===== config.mk =====
export PLATFORM = sky130hd
export DESIGN_NAME = cspm_ctrl
export DESIGN_NICKNAME = d
export VERILOG_FILES = /design/src/rtl/cspm_pkg.sv /design/src/rtl/cspm_ctrl.sv
export SDC_FILE = /design/constraint.sdc
export NUM_CORES = 1
export LEC_CHECK = 0
export ABC_AREA = 1
export BUFFER_PORTS_ARGS = -buffer_cell sky130_fd_sc_hd__buf_2
export CAP_MARGIN = 20
export CORE_MARGIN = 10
export CORE_UTILIZATION = 45
export CTS_CLUSTER_DIAMETER = 40
export DETAILED_ROUTE_END_ITERATION = 7
export PLACE_DENSITY_LB_ADDON = 0.1
export SYNTH_ARGS = -nofsm -noshare
export SYNTH_HDL_FRONTEND = slang
export SYNTH_SLANG_ARGS = --single-unit

===== constraint.sdc =====
create_clock -name aclk -period 1.3 [get_ports aclk]
set_clock_uncertainty 0.05 [all_clocks]
set_input_delay 0.26 -clock aclk [delete_from_list [all_inputs] [get_ports aclk]]
set_output_delay 0.26 -clock aclk [all_outputs]
set_load 0.01 [all_outputs]

===== src/rtl/cspm_pkg.sv =====
package cspm_pkg;

    typedef enum logic [1:0] {
        ACT_TICK  = 2'd0,
        ACT_MOVE  = 2'd1,
        ACT_PLACE = 2'd2,
        ACT_NONE  = 2'd3
    } action_t;

    // datapath operations issued by the controller
    typedef enum logic [3:0] {
        OP_IDLE,
        OP_LOAD,
        OP_SQ,
        OP_SQRT,
        OP_STEP,
        OP_DIVLD,
        OP_DIV,
        OP_AXIS,
        OP_APPLY,
        OP_FINISH
    } op_t;

    typedef struct packed {
        op_t        op;
        logic [1:0] axis;
    } cspm_cmd_t;

    typedef struct packed {
        logic done;
        logic step_ge;
    } cspm_sts_t;

endpackage


===== src/rtl/cspm_ctrl.sv =====
module cspm_ctrl
    import cspm_pkg::*;
(
    input  logic       aclk,
    input  logic       aresetn,
    input  logic       in_valid,
    output logic       in_ready,
    input  logic [1:0] in_action,
    input  logic       moving,
    output logic       out_valid,
    input  logic       out_ready,
    output cspm_cmd_t  cmd,
    input  cspm_sts_t  sts
);

    typedef enum logic [3:0] {
        S_IDLE, S_SQ, S_SQRT, S_STEP, S_CHECK, S_DIVLD, S_DIV,
        S_AXPROD, S_AXAPPLY, S_FIN, S_OUT
    } state_t;

    state_t     state_reg;
    logic [1:0] axis_reg;
    logic       move_reg;
    logic       valid_reg;

    assign in_ready  = (state_reg == S_IDLE) && !valid_reg;
    assign out_valid = valid_reg;

    always_comb begin
        cmd.axis = axis_reg;
        unique case (state_reg)
            S_IDLE:    cmd.op = (in_valid && in_ready) ? OP_LOAD : OP_IDLE;
            S_SQ:      cmd.op = OP_SQ;
            S_SQRT:    cmd.op = sts.done ? OP_IDLE : OP_SQRT;
            S_STEP:    cmd.op = OP_STEP;
            S_CHECK:   cmd.op = OP_IDLE;
            S_DIVLD:   cmd.op = OP_DIVLD;
            S_DIV:     cmd.op = sts.done ? OP_IDLE : OP_DIV;
            S_AXPROD:  cmd.op = OP_AXIS;
            S_AXAPPLY: cmd.op = OP_APPLY;
            S_FIN:     cmd.op = OP_FINISH;
            S_OUT:     cmd.op = OP_IDLE;
            default:   cmd.op = OP_IDLE;
        endcase
    end

    always_ff @(posedge aclk) begin
        if (!aresetn) begin
            state_reg <= S_IDLE;
            axis_reg  <= '0;
            move_reg  <= 1'b0;
            valid_reg <= 1'b0;
        end else begin
            if (valid_reg && out_ready) valid_reg <= 1'b0;
            unique case (state_reg)
                S_IDLE: if (in_valid && in_ready) begin
                    axis_reg <= '0;
                    move_reg <= (in_action == ACT_MOVE);
                    if (in_action == ACT_MOVE || (in_action == ACT_TICK && moving))
                        state_reg <= S_SQ;
                    else
                        state_reg <= S_FIN;
                end
                S_SQ: begin
                    if (axis_reg == 2'd2) begin
                        axis_reg  <= '0;
                        state_reg <= S_SQRT;
                    end else axis_reg <= axis_reg + 2'd1;
                end
                S_SQRT: if (sts.done)
                    state_reg <= move_reg ? S_DIVLD : S_STEP;
                S_STEP:  state_reg <= S_CHECK;
                S_CHECK: state_reg <= sts.step_ge ? S_FIN : S_DIVLD;
                S_DIVLD: state_reg <= S_DIV;
                // count reaches zero after the last quotient bit
                S_DIV: if (sts.done)
                    state_reg <= move_reg ? S_FIN : S_AXPROD;
                S_AXPROD:  state_reg <= S_AXAPPLY;
                S_AXAPPLY: begin
                    if (axis_reg == 2'd2) state_reg <= S_FIN;
                    else begin
                        axis_reg  <= axis_reg + 2'd1;
                        state_reg <= S_AXPROD;
                    end
                end
                S_FIN: begin
                    valid_reg <= 1'b1;
                    state_reg <= S_OUT;
                end
                S_OUT: if (!valid_reg || out_ready) state_reg <= S_IDLE;
                default: state_reg <= S_IDLE;
            endcase
        end
    end

endmodule


# --- After elaboration in Yosys (flattened, before gate mapping) ---
# Cells that the tools add are included.
word_totals:
  regBits: 8
  latchBits: 0
  ramBits: 0
  romBits: 0
  inputBits: 9
  output_inout_bits: 8
  word_cells: 58
  mem_count: 0
classes:
  add_sub_neg: 1
  mul: 0
  div: 0
  n_lt_le_gt_ge: 0
  n_eq_ne: 18
  shifts: 0
  mux: 21
  n_bitwise: 0
  reduce_logical: 14
ops:
  columns: ["operator", "n"]
  rows:
  - ["4-bit one-hot mux with 11 select lines", 1]
  - ["4-bit 2-to-1 mux", 9]
  - ["4-bit one-hot mux with 9 select lines", 1]
  - ["4-bit by 3-bit equality test with 1-bit output (second input constant)", 4]
  - ["4-bit equality test (second input constant)", 3]
  - ["2-bit inequality test (second input constant)", 5]
  - ["4-bit by 2-bit equality test with 1-bit output (second input constant)", 2]
  - ["2-bit 2-to-1 mux", 4]
  - ["3-bit 2-to-1 mux", 2]
  - ["2-bit one-hot mux with 3 select lines", 1]
  - ["5-bit AND reduction", 1]
  - ["4-bit by 1-bit equality test with 1-bit output (second input constant)", 1]
  - ["1-bit logical AND", 4]
  - ["4-bit logical NOT", 1]
  - ["1-bit 2-to-1 mux", 3]
  - ["3-bit AND reduction", 1]
  - ["3-bit nonzero test", 1]
  - ["2-bit by 1-bit adder with 2-bit output (second input constant)", 1]
  - ["2-bit by 1-bit equality test with 1-bit output (second input constant)", 1]
  - ["2-bit equality test (second input constant)", 1]
  - ["2-bit logical NOT", 1]
  - ["1-bit logical OR", 2]
  - ["2-bit by 1-bit inequality test with 1-bit output (second input constant)", 1]
  - ["2-bit AND reduction", 1]
  - ["2 further kinds", 2]

# --- Depth between registers and ports, before layout ---
# Gate-level depths: netlist of run 1.
depth:
  depth_word: 6
  ltp_mapped: 10

# --- Least setup slack after synthesis of run 1 ---
# No wires, ideal clock.
synth_path:
  path_kind: "register to output"
  from: "reg state_reg[3]"
  to: "out cmd[2] (netlist bit)"
  arrival_ns: 1.106
  required_ns: 0.990
  path_slack_ns: -0.116
  stages_incl_launch_ff: 7
  path_cell_list: "dfxtp_1 > nor2_1 > buf_4 > nand2_2 > nor2_2 > nand2_1 > nand4_1"
synth_lines:
  columns: ["item", "line", "text"]
  rows:
  - ["from (decl)", "cspm_ctrl.sv:21", "state_t state_reg;"]
  - ["from (signal assigned)", "cspm_ctrl.sv:71", "state_reg <= move_reg ? S_DIVLD : S_STEP;"]
  - ["from (signal assigned)", "cspm_ctrl.sv:73", "S_CHECK: state_reg <= sts.step_ge ? S_FIN : S_DIVLD;"]
  - ["from (signal assigned)", "cspm_ctrl.sv:77", "state_reg <= move_reg ? S_FIN : S_AXPROD;"]
  - ["to (decl)", "cspm_ctrl.sv:12", "output cspm_cmd_t cmd,"]

==> results of run 1 <==
[per-stage QoR]
stage | hold WS, ns | util, %
after floorplan | 0.352 | -
after global placement | 0.483 | 66.4
after detailed placement | 0.489 | 66.4
after CTS | 0.178 | 80.0
after global routing | 0.189 | 91.6
final | 0.176 | 91.6
[area by class of cell]
class | count | area, um2 | share of cell area, %
clock buffer | 3 | 22.5 | 1.63
inverter | 17 | 71.3 | 5.17
sequential | 8 | 176 | 12.8
multi-input combinational | 91 | 683 | 49.5
timing repair buffer | 53 | 407 | 29.5
tap | 16 | 20.0 | 1.45
[layer usage]
layer / global-route usage, % / vias to the layer above
li1: - / 492
met1: 17.3 / 506
met2: 28.4 / 97
met3: 4.24 / 35
met4: 7.05 / 0
met5: 0 / -
[cells in the final DEF (no fill, tap or decap)]
master    synthesis  routed
a211oi_2          0       2
a21boi_2          0       1
a21oi_1           8       4
a21oi_2           0       3
a21oi_4           0       1
buf_12            0       1
buf_2             0      15
buf_4             1      28
buf_6             0       9
clkbuf_4          0       3
dfxtp_1           8       3
dfxtp_2           0       1
dfxtp_4           0       4
ha_1              3       2
ha_4              0       1
inv_1            12       8
inv_2             5       6
inv_4             0       3
nand2_1          24      18
nand2_2           3       5
nand2_4           0       4
nand3_1          17      10
nand3_2           1       6
nand3_4           0       2
nand3b_1          1       1
nand4_1           2       2
nor2_1           17      11
nor2_2            4       4
nor2_4            2       8
nor3_4            0       1
o211ai_4          1       1
o21ai_1           3       1
o21ai_2           0       3
[worst paths after layout]
check	start	end	slack, ns	cells after the start
worst max-delay path	state_reg[1]$_SDFFE_PN0P_	cmd[4]	-0.36	5
worst min-delay path	aresetn	axis_reg[1]$_SDFFE_PN0P_	0.18	3
worst max register to register	state_reg[1]$_SDFFE_PN0P_	state_reg[3]$_SDFFE_PN0P_	-0.25	10
worst min register to register	move_reg$_SDFFE_PN0P_	move_reg$_SDFFE_PN0P_	0.53	2
[power groups by stage]
stage | Combinational, uW | Clock, uW | Sequential, uW
finish | 2940 | 208 | 539
global route | 3110 | 218 | 547
CTS | 2300 | 210 | 514
detailed placement | 1810 | 0 | 463
global placement | 1790 | 0 | 462
floorplan | 1100 | 0 | 473
[worst max-delay path: stages, from the launching register on]
cell	delay [ns]
dfxtp_4	0.43
nand2_4	0.08
nor3_4	0.23
inv_1	0.11
nand4_1	0.10
buf_2	0.14
[kinds of logic after synthesis]
logic type | synth area share (%)
simple gates | 47.7
buf+inv | 10.0
compound gates | 14.6
flops | 22.5
fa+ha+maj | 5.26
[repair_timing]
action                     in CTS  in global routing
gates cloned                    0                  0
gates resized for setup        36                 26
setup endpoints to repair      12                 12
setup buffers                   6                  8
pin swaps                      15                 19
hold buffers                    0                  0
==> impl_metrics.toml, run 1 <==
[grt]
grt_overflow_total = 0
track_usage_pct = 16.1
grt_pass1_vias = 991
grt_pass1_wl_um = 4560
antenna_found_initial = 0
grt_max_degree = 8

[routing]
via_per_inst = 6.01
drtPass1Iterations = 6
detail_route.wl_per_cell_um = 18.8
wl_met2_um = 1670
detail-route-antenna-nets = 0
drc = 0
drt-total-wl_um = 3530
drt_iter0_drc = 72
wl_met3_um = 336
wl_met1_um = 1280
top_layer = "met4"
via_count = 1130

[place]
dp.cells = 171
place_area_um2 = 1000
dp_hpwl_um = 1770
port_buffers = 16
gp_congestion = 0.901
pre_cts_slack_ns = -0.139

[run_status]
status = "finished, violations left"
violations = "negative setup slack"

[clock_network]
cts_tree = "yes"
cts.clk_slew.worst_paths_ns = 0.06
cts_root_buf = "clkbuf_4"
cts_buffer_depth = 2
clkSinkCount = 8
htreeDepth = 1
numCtsBuffers = 3
clkLatencyLatePin_ns = 0.27

[critical_path]
critical_path_required_ns = 0.99
cp-end-kind = "output port"
cp_max_fo = 6
worst_setup_path_start_kind = "register"
arrival_ns = 1.35
critPathKind = "reg2out"

[timing]
hold_viol_final = 0
rsz0062_at_grt = "true"
drv_slew = 0
finalCritPeriodShare_pct = 128
layout_setup_ws_ns = -0.363
tns_ns = -2.49
finalSetupViolCount = 11
min_period_ns = 1.66
slew_headroom_pct = 78.5
max_slew.worst_pin.slew_ns = 0.323
fmax_mhz = 601

[pwr]
power_density_mw_per_mm2 = 2670
p_sw_uw = 1850
seq_power_share_pct = 14.6
p_leak_uw = 0.000685
combinationalPowerShare_pct = 79.7
power.total_uw = 3680
intPower_uw = 1840
vdd_ir_drop_max_v = 0.00178
p_sw_share_pct = 50.2
clkPwrFrac_pct = 5.7

[logic_synthesis]
synthCells = 117
ys.flop_type = "dfxtp_1"
synth_top_cell_area_share_pct = 22.5
synth_cell_types = 21
synthTopCellsByArea = "dfxtp_1, nand2_1, nand3_1"
syn-num-nets = 129
synth_top_cell_by_area = "dfxtp_1"
ys_warn_count = 0
synth_edf_count = 0
synth_common_cells = "nand2_1, nand3_1, nor2_1"
synthArstFlopShare_pct = 0
synthesis.area_um2 = 713
ys_seq_elements = 8
syn_avg_cell_area_um2 = 6.10
synth_most_common_cell = "nand2_1"
seq_area_frac_synth_pct = 22.5

[run]
max_cap_violations = 0

[floorplan]
row_count = 14
design.die.area_mm2 = 0.00358
ios = 17
die_h_um = 59.8
core_area_mm2 = 0.00151
die_w_um = 59.8
initial_utilization_pct = 47.3

[layout]
nFillCells = 59
synthToLayoutAreaGrowth_pct = 93.5
largest_reg_flops = 4
stdcell_count = 188
antenna_cells = 0
drive_above_1_share_pct = 65.1
stdcell_area_mm2 = 0.00138
layout.nets = 186

[hold_path]
hp-class = "in2reg"
Note: power is estimated with default switching activity, not from simulation.
==> run 2, diff against run 1 <==
--- a/config.mk
+++ b/config.mk
@@ -5,11 +5,11 @@
 export SDC_FILE = /design/constraint.sdc
 export NUM_CORES = 1
 export LEC_CHECK = 0
-export ABC_AREA = 1
 export BUFFER_PORTS_ARGS = -buffer_cell sky130_fd_sc_hd__buf_2
 export CAP_MARGIN = 20
 export CORE_MARGIN = 10
 export CORE_UTILIZATION = 45
+export CTS_BUF_LIST = sky130_fd_sc_hd__clkbuf_8
 export CTS_CLUSTER_DIAMETER = 40
 export DETAILED_ROUTE_END_ITERATION = 7
 export PLACE_DENSITY_LB_ADDON = 0.1
==> run 2 against run 1 <==
The flow still finishes with violations (negative setup slack). Worst setup slack got worse by 0.037 ns. Total power decreased by 10%. Cell area decreased by 1.4%.
==> impl_metrics.toml, run 2 <==
[critical_path]
critical_path_required_ns = 0.99
cp_max_fo = 8
cp-end-kind = "output port"
worst_setup_path_start_kind = "register"
r2r-start = "state_reg[2]$_SDFFE_PN0P_"
r2r_end = "move_reg$_SDFFE_PN0P_"
rr_worst_depth = 6
startpoint = "state_reg[0]$_SDFFE_PN0P_"
critPathKind = "reg2out"
arrival_ns = 1.39
r2r_setup_slack_ns = -0.28

[layout]
final_common_cell = "buf_4"
stdcell_count = 171
regArea_um2 = 175
layout.nets = 168
nFillCells = 68
multi_input_area_um2 = 666
antenna_cells = 0
drive_above_1_share_pct = 61.3
final_cell_mix = "buf_4, buf_2, buf_6"
largest_reg_flops = 4
synthToLayoutAreaGrowth_pct = 91.5

[logic_synthesis]
ys_seq_elements = 8
seq_area_frac_synth_pct = 22.5
synth_top_cell_by_area = "dfxtp_1"
synthArstFlopShare_pct = 0
synth_cell_types = 35
synth_most_common_cell = "nor2_1"
synthTopCellsByArea = "dfxtp_1, nor2_1, a21oi_1"
ys.flop_type = "dfxtp_1"
syn-num-nets = 114
syn_avg_cell_area_um2 = 6.97
synthCells = 102
synth_top_cell_area_share_pct = 22.5
ys_warn_count = 0
synth_edf_count = 0
synthesis.area_um2 = 711
synth_common_cells = "nor2_1, a21oi_1, dfxtp_1, nor3_1"

[timing]
slew_headroom_pct = 77.2
max_slew.worst_pin.slew_ns = 0.339
rsz0062_at_grt = "true"
finalSetupViolCount = 12
finalCritPeriodShare_pct = 131
layout_setup_ws_ns = -0.400
hold_viol_final = 0
drv_slew = 0
fmax_mhz = 588
whs_ns = 0.281
min_period_ns = 1.70

[floorplan]
design.die.area_mm2 = 0.00357
core_area_mm2 = 0.00151
die_w_um = 59.7
row_count = 14
die_h_um = 59.7
initial_utilization_pct = 47.2
ios = 17

[pwr]
seq_power_share_pct = 13.0
combinationalPowerShare_pct = 76.9
p_sw_share_pct = 43.1
vdd_ir_drop_max_v = 0.00182
intPower_uw = 1880
power.total_uw = 3300
clkPwrFrac_pct = 10.1
power_density_mw_per_mm2 = 2420
p_sw_uw = 1420
p_leak_uw = 0.000587

[routing]
drt_iter0_drc = 44
drc = 0
via_per_inst = 6.05
via_count = 1035
detail-route-antenna-nets = 0
drt-total-wl_um = 3350
drtPass1Iterations = 4
detail_route.wl_per_cell_um = 19.6

[clock_network]
cts_buffer_depth = 2
cts_tree = "yes"
cts.clk_slew.worst_paths_ns = 0.05
holdBufCountCts = 0
cts_root_buf = "clkbuf_8"
numCtsBuffers = 3
clkSinkCount = 8
clkLatencyLatePin_ns = 0.24
htreeDepth = 1

[place]
dp.cells = 158
gp_congestion = 0.912
pre_cts_slack_ns = -0.221
dp_hpwl_um = 1940
port_buffers = 16

[grt]
track_usage_pct = 18.3
grt_pass1_vias = 1094
grt_overflow_total = 0
grt_pass1_wl_um = 5130
antenna_found_initial = 0
grt_max_degree = 9

[run_status]
violations = "negative setup slack"
status = "finished, violations left"

[hold_path]
holdPathStages = 3
min-delay-start = "aresetn"
hp-class = "in2reg"
holdPathEnd = "state_reg[2]$_SDFFE_PN0P_"

[run]
max_cap_violations = 0
run 2: cell types whose count changed in the layout (fill, tap and decap cells not counted), moves of 6 or more:
cell	change
nand2_1	-14
nand3_1	-9
inv_2	-6
nand3_2	-6
run 2: timing repair:
item,CTS,global route
pin swaps,11,2
hold endpoints to repair,0,0
buffers inserted,8,1
gates resized for setup,31,9
setup endpoints to repair,12,12
run 2: layer usage:
layer | up-vias | wire length [um] | GRT usage, % | share of wire, %
li1 | 475 | - | - | -
met1 | 478 | 1230 | 19.1 | 37
met2 | 64 | 1680 | 32.5 | 50
met3 | 18 | 276 | 5.08 | 8.2
met4 | 0 | 162 | 8.65 | 4.8
met5 | - | 0 | 0 | 0
run 2: power groups by stage:
| stage | clock network (uW) | registers [uW] | logic [uW] |
|---|---|---|---|
| floorplan | 0 | 411 | 1120 |
| global placement | 0 | 421 | 1740 |
| detailed placement | 0 | 421 | 1770 |
| CTS | 328 | 421 | 2280 |
| global route | 336 | 443 | 2680 |
| finish | 332 | 430 | 2540 |
run 2: worst max-delay path, stage by stage, from the launching register on:
cell,delay (ns)
dfxtp_2,0.32
buf_6,0.14
buf_6,0.14
o41ai_4,0.33
buf_2,0.21
run 2: kinds of logic (layout without fill, tap and decap cells):
group | count (synthesis) | after routing | synth area share (%)
AOI/OAI and AO/OA | 28 | 28 | 26.1
muxes | 1 | 1 | 1.41
adders and majority gates | 3 | 3 | 5.28
and+or+nand+nor | 49 | 49 | 37.3
buffers and inverters | 13 | 66 | 7.39
DFF | 8 | 8 | 22.5
run 2: through the flow:
step | instance area (um2) | TNS (ns) | util (%)
finish | 1360 | -3.01 | 90.4
floorplan | 832 | -0.632 | -
detailed placement | 1090 | -1.36 | 72.7
CTS | 1320 | -2.67 | 87.3
global route | 1360 | -3.63 | 90.4
global placement | 1090 | -1.11 | 72.7
run 2: cell type report:
| class | count | area share (%) |
|---|---|---|
| timing repair buffer | 56 | 31.4 |
| clock buffer | 3 | 3.03 |
| inverter | 6 | 2.02 |
| multi-input combinational | 81 | 48.9 |
| clock inverter | 1 | 0.276 |
| sequential | 8 | 12.9 |
| tap | 16 | 1.47 |
run 2: how the worst max path moves through the flow:
stage / to / slack, ns
floorplan: axis_reg[0]$_SDFFE_PN0P_ / -0.22
global placement: axis_reg[0]$_SDFFE_PN0P_ / -0.18
detailed placement: axis_reg[0]$_SDFFE_PN0P_ / -0.22
CTS: in_ready / -0.33
global route: cmd[2] / -0.43
finish: cmd[2] / -0.40
